--- config.mk ---
export PLATFORM = sky130hd
export DESIGN_NAME = bitmap_block_allocator
export DESIGN_NICKNAME = d
export VERILOG_FILES = /design/src/bba_pkg.sv /design/src/bitmap_block_allocator.sv /design/src/bba_ctrl.sv /design/src/bba_dp.sv
export SDC_FILE = /design/constraint.sdc
export NUM_CORES = 2
export LEC_CHECK = 0
export ABC_AREA = 1
export BUFFER_PORTS_ARGS = -buffer_cell sky130_fd_sc_hd__buf_4
export CAP_MARGIN = 10
export CORE_ASPECT_RATIO = 2
export CORE_MARGIN = 2
export CORE_UTILIZATION = 60
export CTS_CLUSTER_DIAMETER = 80
export DETAILED_ROUTE_END_ITERATION = 10
export MAX_ROUTING_LAYER = met4
export PLACE_DENSITY = 0.76
export SLEW_MARGIN = 20
export SYNTH_ARGS = -nofsm -noshare
export SYNTH_HDL_FRONTEND = slang
export SYNTH_SLANG_ARGS = --single-unit
--- constraint.sdc ---
create_clock -name clk -period 5.5 [get_ports clk]
set_input_delay 0.275 -clock clk [delete_from_list [all_inputs] [get_ports clk]]
set_output_delay 0.275 -clock clk [all_outputs]
set_load 0.01 [all_outputs]
--- src/bba_pkg.sv ---
// Shared types, constants and helpers for the bitmap block allocator.
// No dependencies; imported by bba_ctrl, bba_dp and bitmap_block_allocator.
package bba_pkg;

    localparam int WORD_W = 32;   // bitmap bits per memory word
    localparam int POS_W  = 5;    // bit position within a word
    localparam int BLK_W  = 10;   // block_index / first_free width

    typedef enum logic [1:0] {
        REQ_QUERY = 2'd0,
        REQ_FLIP  = 2'd1,
        REQ_SET   = 2'd2,
        REQ_CLEAR = 2'd3
    } req_kind_t;

    // controller -> datapath
    typedef struct packed {
        logic clear;      // clearing pass: write one bitmap word per cycle
        logic accept;     // latch request, read its bitmap word
        logic upd;        // modify and write bitmap word, read summary word
        logic sum;        // write summary word and top-level flag
        logic find2;      // search top flags, read summary word
        logic find1;      // search summary word, read bitmap word
        logic find0;      // search bitmap word, latch result
        logic load_out;   // move result into output registers
    } bba_cmd_t;

    // datapath -> controller
    typedef struct packed {
        logic clr_last;   // clearing pass at its last word
        logic all_full;   // every block taken
    } bba_stat_t;

    // lowest bit position holding a 0; caller guarantees one exists
    function automatic logic [POS_W-1:0] ff_zero32(input logic [WORD_W-1:0] w);
        logic [POS_W-1:0] pos;
        pos = '0;
        for (int i = WORD_W - 1; i >= 0; i--) begin
            if (!w[i])
                pos = POS_W'(i);
        end
        return pos;
    endfunction

endpackage

--- src/bitmap_block_allocator.sv ---
// Top level of the bitmap free-block allocator.
// Depends on bba_pkg; instantiates bba_ctrl and bba_dp.
//
//  channel | handshake            | beat payload
//  --------+----------------------+---------------------------------------
//  request | in_valid / in_ready  | req_type[1:0], block_index[9:0]
//  result  | out_valid / out_ready| prior_bit, first_free[9:0], full_res
//
// A request steps through accept and bitmap read, read-modify-write, summary
// update and a three-level find-first-zero walk.
// With every block taken the walk stops at the top flags.
// After reset a clearing pass writes one bitmap word per cycle, with in_ready
// low throughout.
// A waiting result holds back only the completion of the next request, not its accept.
module bitmap_block_allocator
    import bba_pkg::*;
#(
    parameter int NUM_BLOCKS = 1024
)
(
    input  logic             clk,
    input  logic             rst_n,
    input  logic             in_valid,
    output logic             in_ready,
    input  logic [1:0]       req_type,
    input  logic [BLK_W-1:0] block_index,
    output logic             out_valid,
    input  logic             out_ready,
    output logic             prior_bit,
    output logic [BLK_W-1:0] first_free,
    output logic             full_res
);

    bba_cmd_t  cmd;
    bba_stat_t stat;

    bba_ctrl u_ctrl (
        .clk       (clk),
        .rst_n     (rst_n),
        .in_valid  (in_valid),
        .in_ready  (in_ready),
        .out_valid (out_valid),
        .out_ready (out_ready),
        .cmd       (cmd),
        .stat      (stat)
    );

    bba_dp #(
        .NUM_BLOCKS (NUM_BLOCKS)
    ) u_dp (
        .clk         (clk),
        .rst_n       (rst_n),
        .cmd         (cmd),
        .stat        (stat),
        .req_type    (req_type),
        .block_index (block_index),
        .prior_bit   (prior_bit),
        .first_free  (first_free),
        .full_res    (full_res)
    );

endmodule

--- src/bba_ctrl.sv ---
// Sequencing state machine for the bitmap block allocator.
// Depends on bba_pkg; drives bba_dp through bba_cmd_t and owns both handshakes.
module bba_ctrl
    import bba_pkg::*;
(
    input  logic      clk,
    input  logic      rst_n,
    input  logic      in_valid,
    output logic      in_ready,
    output logic      out_valid,
    input  logic      out_ready,
    output bba_cmd_t  cmd,
    input  bba_stat_t stat
);

    typedef enum logic [8:0] {
        S_CLEAR = 9'b000000001,
        S_IDLE  = 9'b000000010,
        S_UPD   = 9'b000000100,
        S_SUM   = 9'b000001000,
        S_FIND2 = 9'b000010000,
        S_FIND1 = 9'b000100000,
        S_FIND0 = 9'b001000000,
        S_DONE  = 9'b010000000,
        S_SPARE = 9'b100000000
    } state_t;

    state_t state_reg, state_next;
    logic   out_valid_reg, out_valid_next;

    assign in_ready  = (state_reg == S_IDLE);
    assign out_valid = out_valid_reg;

    always_comb
    begin
        state_next   = state_reg;
        cmd          = '0;
        cmd.clear    = (state_reg == S_CLEAR);
        cmd.accept   = (state_reg == S_IDLE) && in_valid;
        cmd.upd      = (state_reg == S_UPD);
        cmd.sum      = (state_reg == S_SUM);
        cmd.find2    = (state_reg == S_FIND2);
        cmd.find1    = (state_reg == S_FIND1);
        cmd.find0    = (state_reg == S_FIND0);
        cmd.load_out = (state_reg == S_DONE) && (!out_valid_reg || out_ready);
        unique case (state_reg)
            S_CLEAR: if (stat.clr_last) state_next = S_IDLE;
            S_IDLE:  if (in_valid) state_next = S_UPD;
            S_UPD:   state_next = S_SUM;
            S_SUM:   state_next = S_FIND2;
            S_FIND2: state_next = stat.all_full ? S_DONE : S_FIND1;
            S_FIND1: state_next = S_FIND0;
            S_FIND0: state_next = S_DONE;
            S_DONE:  if (cmd.load_out) state_next = S_IDLE;
            default: state_next = S_IDLE;
        endcase
    end

    always_comb
    begin
        out_valid_next = out_valid_reg;
        if (out_valid_reg && out_ready)
            out_valid_next = 1'b0;
        if (cmd.load_out)
            out_valid_next = 1'b1;
    end

    always_ff @(posedge clk or negedge rst_n)
    begin
        if (!rst_n)
        begin
            state_reg     <= S_CLEAR;
            out_valid_reg <= 1'b0;
        end
        else
        begin
            state_reg     <= state_next;
            out_valid_reg <= out_valid_next;
        end
    end

endmodule

--- src/bba_dp.sv ---
// Datapath: bitmap memory, per-word full summary memory, top full flags.
// Depends on bba_pkg; commanded by bba_ctrl.
module bba_dp
    import bba_pkg::*;
#(
    parameter int NUM_BLOCKS = 1024
)
(
    input  logic              clk,
    input  logic              rst_n,
    input  bba_cmd_t          cmd,
    output bba_stat_t         stat,
    input  logic [1:0]        req_type,
    input  logic [BLK_W-1:0]  block_index,
    output logic              prior_bit,
    output logic [BLK_W-1:0]  first_free,
    output logic              full_res
);

    localparam int NUM_WORDS = (NUM_BLOCKS + WORD_W - 1) / WORD_W;
    localparam int NUM_SUM   = (NUM_WORDS + WORD_W - 1) / WORD_W;
    localparam int WORD_AW   = (NUM_WORDS > 1) ? $clog2(NUM_WORDS) : 1;
    localparam int SUM_AW    = (NUM_SUM > 1) ? $clog2(NUM_SUM) : 1;
    localparam int FOUND_W   = WORD_AW + POS_W;
    localparam int L0_LAST   = NUM_BLOCKS - (NUM_WORDS - 1) * WORD_W;
    localparam int L1_LAST   = NUM_WORDS - (NUM_SUM - 1) * WORD_W;
    // bits past the last real block/word read as taken, so searches skip them
    localparam logic [WORD_W-1:0] L0_PAD =
        (L0_LAST == WORD_W) ? '0 : ~((WORD_W'(1) << L0_LAST) - WORD_W'(1));
    localparam logic [WORD_W-1:0] L1_PAD =
        (L1_LAST == WORD_W) ? '0 : ~((WORD_W'(1) << L1_LAST) - WORD_W'(1));

    logic [WORD_W-1:0]  mem0_reg [NUM_WORDS];
    logic [WORD_W-1:0]  mem1_reg [NUM_SUM];
    logic [WORD_W-1:0]  rd0_data_reg, rd1_data_reg;
    logic [NUM_SUM-1:0] l2_reg;
    logic [WORD_AW-1:0] clr_cnt_reg;

    req_kind_t          kind_reg;
    logic [BLK_W-1:0]   blk_reg;
    logic               word_full_reg;
    logic [SUM_AW-1:0]  sidx_reg;
    logic [WORD_AW-1:0] widx_reg;
    logic               res_prior_reg, res_full_reg;
    logic [FOUND_W-1:0] res_first_reg;
    logic               out_prior_reg, out_full_reg;
    logic [BLK_W-1:0]   out_first_reg;

    logic               in_range;
    logic [WORD_AW-1:0] blk_word;
    logic [SUM_AW-1:0]  blk_sum;
    logic [POS_W-1:0]   blk_pos;
    logic [WORD_W-1:0]  bit_mask, upd_word, sum_word;
    logic [SUM_AW-1:0]  l2_pick;
    logic [WORD_AW-1:0] find_word;
    logic [POS_W-1:0]   pos1, pos0;

    logic               rd0_en, wr0_en, rd1_en, wr1_en;
    logic [WORD_AW-1:0] rd0_addr, wr0_addr;
    logic [SUM_AW-1:0]  rd1_addr, wr1_addr;
    logic [WORD_W-1:0]  wr0_data, wr1_data;

    assign in_range = 32'(blk_reg) < 32'(NUM_BLOCKS);
    assign blk_word = WORD_AW'(blk_reg[BLK_W-1:POS_W]);
    assign blk_sum  = SUM_AW'(blk_word >> POS_W);
    assign blk_pos  = blk_reg[POS_W-1:0];
    assign bit_mask = WORD_W'(1) << blk_pos;

    always_comb
    begin
        unique case (kind_reg)
            REQ_QUERY: upd_word = rd0_data_reg;
            REQ_FLIP:  upd_word = rd0_data_reg ^ bit_mask;
            REQ_SET:   upd_word = rd0_data_reg | bit_mask;
            REQ_CLEAR: upd_word = rd0_data_reg & ~bit_mask;
            default:   upd_word = rd0_data_reg;
        endcase
    end

    always_comb
    begin
        sum_word = rd1_data_reg;
        sum_word[POS_W'(blk_word)] = word_full_reg;
    end

    // first summary word that still has a non-full bitmap word
    always_comb
    begin
        l2_pick = '0;
        for (int i = NUM_SUM - 1; i >= 0; i--) begin
            if (!l2_reg[i])
                l2_pick = SUM_AW'(i);
        end
    end

    assign stat.all_full = &l2_reg;
    assign stat.clr_last = (clr_cnt_reg == WORD_AW'(NUM_WORDS - 1));

    assign pos1      = ff_zero32(rd1_data_reg);
    assign pos0      = ff_zero32(rd0_data_reg);
    assign find_word = WORD_AW'({sidx_reg, pos1});

    // memory port muxing
    always_comb
    begin
        rd0_en   = cmd.accept || cmd.find1;
        rd0_addr = cmd.find1 ? find_word : WORD_AW'(block_index[BLK_W-1:POS_W]);
        wr0_en   = cmd.clear || (cmd.upd && in_range);
        wr0_addr = cmd.clear ? clr_cnt_reg : blk_word;
        wr0_data = cmd.clear ? (stat.clr_last ? L0_PAD : '0) : upd_word;
        rd1_en   = cmd.upd || cmd.find2;
        rd1_addr = cmd.find2 ? l2_pick : blk_sum;
        wr1_en   = (cmd.clear && ({1'b0, clr_cnt_reg} < (WORD_AW + 1)'(NUM_SUM)))
                   || (cmd.sum && in_range);
        wr1_addr = cmd.clear ? SUM_AW'(clr_cnt_reg) : blk_sum;
        wr1_data = cmd.clear ?
                   ((clr_cnt_reg == WORD_AW'(NUM_SUM - 1)) ? L1_PAD : '0) : sum_word;
    end

    always_ff @(posedge clk)
    begin
        if (wr0_en)
            mem0_reg[wr0_addr] <= wr0_data;
        if (rd0_en)
            rd0_data_reg <= mem0_reg[rd0_addr];
    end

    always_ff @(posedge clk)
    begin
        if (wr1_en)
            mem1_reg[wr1_addr] <= wr1_data;
        if (rd1_en)
            rd1_data_reg <= mem1_reg[rd1_addr];
    end

    always_ff @(posedge clk or negedge rst_n)
    begin
        if (!rst_n)
        begin
            l2_reg      <= '0;
            clr_cnt_reg <= '0;
        end
        else
        begin
            if (cmd.clear && !stat.clr_last)
                clr_cnt_reg <= clr_cnt_reg + WORD_AW'(1);
            if (cmd.sum && in_range)
                l2_reg[blk_sum] <= &sum_word;
        end
    end

    always_ff @(posedge clk)
    begin
        if (cmd.accept)
        begin
            kind_reg <= req_kind_t'(req_type);
            blk_reg  <= block_index;
        end
        if (cmd.upd)
        begin
            word_full_reg <= &upd_word;
            res_prior_reg <= in_range && rd0_data_reg[blk_pos];
        end
        if (cmd.find2)
        begin
            sidx_reg      <= l2_pick;
            res_full_reg  <= stat.all_full;
            res_first_reg <= '0;
        end
        if (cmd.find1)
            widx_reg <= find_word;
        if (cmd.find0)
            res_first_reg <= {widx_reg, pos0};
        if (cmd.load_out)
        begin
            out_prior_reg <= res_prior_reg;
            out_full_reg  <= res_full_reg;
            out_first_reg <= BLK_W'(res_first_reg);
        end
    end

    assign prior_bit  = out_prior_reg;
    assign first_free = out_first_reg;
    assign full_res   = out_full_reg;

    // a summary word picked from the top flags must hold a non-full word
    a_l1_has_zero: assert property (@(posedge clk) disable iff (!rst_n)
        cmd.find1 |-> !(&rd1_data_reg))
        else $error("summary word chosen by top flags is all full");

    // the bitmap word picked from the summary must hold a free bit
    a_l0_has_zero: assert property (@(posedge clk) disable iff (!rst_n)
        cmd.find0 |-> !(&rd0_data_reg))
        else $error("bitmap word chosen by summary has no free bit");

    // a found block always lies inside the block count
    a_found_in_range: assert property (@(posedge clk) disable iff (!rst_n)
        cmd.find0 |=> (32'(res_first_reg) < 32'(NUM_BLOCKS)))
        else $error("first free block beyond the block count");

endmodule
==> results.sh <==
export IMPL_floorplan_die_width_um=215
export IMPL_drt_pass1_iterations=8
export IMPL_clk_insertion_delay_late_ns=0.73
export IMPL_outcome="completed"
export IMPL_worst_endpoint_required_ns=5.95
export IMPL_fin_total_pwr_w=0.0221
export IMPL_placed_cells_incl_taps=6128
export IMPL_netlist_area_mm2=0.0534
export IMPL_worst_pin_slew_ns=1.11
export IMPL_initial_detailed_routing_violation_count=5267
export IMPL_synth_compound_area_share=0.0217
export IMPL_gr_max_usage_layer="met2"
export IMPL_worst_r2r_setup_slack_ns=0.70
export IMPL_synth_top_cell_by_area="sky130_fd_sc_hd__edfxtp_1"
export IMPL_gr_usage_met2=0.577
export IMPL_simple_gate_portion_of_the_synthesized_area=0.230
export IMPL_core_mm2=0.0881
export IMPL_grt_pass1_vias=38054
export IMPL_placedInstanceArea_mm2=0.0555
export IMPL_r2r_worst_path_cells=42
export IMPL_number_of_synthesized_flops_with_an_enable_pin=1162
export IMPL_period_minus_slack_ns=4.80
export IMPL_synth_top_family_by_area="simple AND/OR/NAND/NOR gates"
export IMPL_fp_row_count=154
export IMPL_design_die_area_mm2=0.0916
export IMPL_timing_hold_violations_final=0
export IMPL_finalInstanceArea_mm2=0.0588
export IMPL_htreeDepth=3
export IMPL_timing_final_setup_violations=0
export IMPL_maximum_buffer_depth_of_the_clock_tree=3
export IMPL_drv_max_cap_violation_count=0
export IMPL_cts_root_buffer_cell="sky130_fd_sc_hd__clkbuf_16"
export IMPL_ys_seq_elements=1177
export IMPL_grt_first_pass_wirelength_mm=230
export IMPL_worstSetupPathType="flip-flop to flip-flop"
export IMPL_globalRouteTotalUtil=0.350
export IMPL_regArea_mm2=0.0353
export IMPL_post_synthesis_share_of_cell_area_spent_on_full_adders_half_adders_and_majority_gates=0.0155
export IMPL_tritoncts_buffers=98
export IMPL_postRouteAntennaNets=0
export IMPL_synth_seq_area_share=0.660
export IMPL_worst_r2r_endpoint="u_dp.rd0_data_reg[10]"
export IMPL_via_per_inst=6.18
export IMPL_power_static_leakage_nw=23.3
export IMPL_pin_count_of_the_biggest_net_entering_global_routing=168
export IMPL_synth_main_ff_cell="sky130_fd_sc_hd__edfxtp_1"
export IMPL_rr_startpoint="u_dp.rd1_data_reg[31]"
export IMPL_synthTopCellsByArea="sky130_fd_sc_hd__edfxtp_1, sky130_fd_sc_hd__nand3_1, sky130_fd_sc_hd__nand2_1"
export IMPL_kind_of_cell_adding_the_most_delay_to_the_critical_path="simple AND/OR/NAND/NOR gates"
export IMPL_final_min_period_over_clock_period=0.873
export IMPL_die_h_um=426
export IMPL_number_of_flip_flops_under_the_largest_register_name=1024
export IMPL_setup_total_negative_slack_ns=0
export IMPL_cts_repair_resize_count=0
export IMPL_synth_top_cell_area_share=0.653
export IMPL_netlist_instances=5094
export IMPL_routability_cong=0.952
export IMPL_cts_clk_slew_worst_paths_ns=0.07
export IMPL_clock_tree_from_tritoncts="done"
export IMPL_critical_path_n_buffers_inverters=3
export IMPL_syn_nets=5176
export IMPL_nNetsFinal=5156
export IMPL_min_path_type="input port to asynchronous set/reset pin"
export IMPL_synth_xor_area_share=0.000492
export IMPL_num_fill_cells=6343
export IMPL_multiInputGateArea_mm2=0.0147
export IMPL_io_buffer_count=29
export IMPL_timing_max_transition_violations_final=0
export IMPL_cpMostUsedCell="sky130_fd_sc_hd__nand2_1"
export IMPL_timing_critical_path_to_type="flip-flop"
export IMPL_fin_cells=6317
export IMPL_start_util=0.607
export IMPL_muxShareOfSynthArea=0
export IMPL_ios=30
export IMPL_groute_layer_met1_usage=0.390
export IMPL_worst_clock_skew_ns=0.0431
export IMPL_grt_antenna_before_repair=2
export IMPL_wl_mm=157
export IMPL_routed_wire_length_per_instance_um=24.8
export IMPL_netlist_cell_type_count=36
export IMPL_post_route_cells_drive_above_1_share=0.0752
export IMPL_async_reset_ff_frac=0.0127
export IMPL_pwr_density_cell_mw_per_mm2=375
export IMPL_crit_path_top_delay_cell="sky130_fd_sc_hd__buf_12"
export IMPL_vdd_drop_max_uv=302
export IMPL_areaGrowthSynthToFinish_pct=10.0
export IMPL_relSlewSlack=0.255
export IMPL_path_max_fanout=114
export IMPL_yosys_warnings=0
export IMPL_worstSetupStartpointType="flip-flop"
export IMPL_fmax_mhz=208
export IMPL_cpPeakStageDelay_ns=0.46
export IMPL_unrepaired_setup_endpoints_after_global_routing="false"
export IMPL_hpwl_mm=87.6
export IMPL_timing_critical_path_arrival_ns=5.25
export IMPL_numClockSinks=1177
export IMPL_grt_ovfl_total=0
export IMPL_met3_usage=0.0587
export IMPL_drc=0
export IMPL_avgSynthCellArea_um2=10.5
export IMPL_via_count=39021
## where the power goes
group	internal (W)	switching [W]	leakage, nW
registers	0.0112	0.000266	10.7
clock network	0.00368	0.00320	1.50
logic	0.000837	0.00290	11.1
## cell usage after synthesis (all sizes together) (2+ instances only)
cell and n:
clkbuf 162, inv 611, nor4 25, nand3b 128, edfxtp 1162, nor2 184
o2111ai 2, a31oi 9, o211ai 6, o21ai 87, buf 150, nor3 15
nand3 1110, xor2 3, a21boi 2, a221oi 2, o311ai 33, clkinv 6
a21oi 39, dfrtp 14, o22ai 10, nand2 1229, nand4 35, ha 66
## worst register-to-register path, delay by kind of cell, from the launching register on
kind / cells / cell delay [ns]
simple gates: 39 / 3.21
buf+inv: 3 / 0.87
flops: 1 / 0.43
## how the worst max path moves through the flow
stage          slack (ns)  depth (start not counted)             startpoint               endpoint
2_1_floorplan        1.26                          7    u_ctrl.state_reg[4]   u_dp.rd0_data_reg[0]
3_3_place_gp         0.78                         42  u_dp.rd1_data_reg[31]  u_dp.rd0_data_reg[10]
3_5_place_dp         0.87                         42  u_dp.rd1_data_reg[31]  u_dp.rd0_data_reg[10]
4_1_cts              0.82                         42  u_dp.rd1_data_reg[31]  u_dp.rd0_data_reg[10]
5_1_grt              0.38                         42  u_dp.rd1_data_reg[31]  u_dp.rd0_data_reg[10]
6_report             0.70                         42  u_dp.rd1_data_reg[31]  u_dp.rd0_data_reg[10]
## timing repair
item	4_1_cts	5_1_grt
endpoints found under the hold margin	30	0
setup buffers	0	0
hold buffers	16	0
## logic make-up (layout without fill, tap and decap cells)
| logic type | Yosys count | in the layout |
|---|---|---|
| simple gates | 2726 | 2726 |
| flops | 1177 | 1177 |
| buf+inv | 929 | 980 |
| compound gates | 193 | 193 |
| fa+ha+maj | 66 | 66 |
| xor+xnor | 3 | 3 |
| other cells | 0 | 2 |
## routing by layer
metal  up-vias  share of wire
met4         0          0.079
met5         -              0
met1     18612           0.33
met2      2441           0.49
met3       642           0.10
li1      17326              -
## layout make-up
cell class,instances,area share
Clock buffer,123,0.0440
Antenna cell,2,0.0000852
Inverter,617,0.0396
Tap cell,1170,0.0249
Multi-Input combinational cell,2988,0.250
Clock inverter,48,0.00832
Sequential cell,1177,0.600
Timing Repair Buffer,192,0.0324
## through the flow
stage	utilization	setup WS (ns)	hold WS [ns]
global placement	0.630	0.782	0.143
global route	0.667	0.378	0.0405
detailed placement	0.630	0.869	0.144
finish	0.667	0.699	0.0452
CTS	0.667	0.820	0.0187
floorplan	-	1.26	-0.0206
## cell usage in the layout (no fill, tap or decap), drive strengths merged, types with 15 or more instances in the layout
master	n
nand2	1229
a21oi	39
nand4	35
o311ai	33
nor2	184
nand3	1110
nand3b	128
o21ai	87
buf	176
ha	66
dlygate4sd3	16
nor4	25
inv	613
nor3	15
edfxtp	1162
clkbuf	123
clkinv	43
Power figures use the tool's default switching activity.
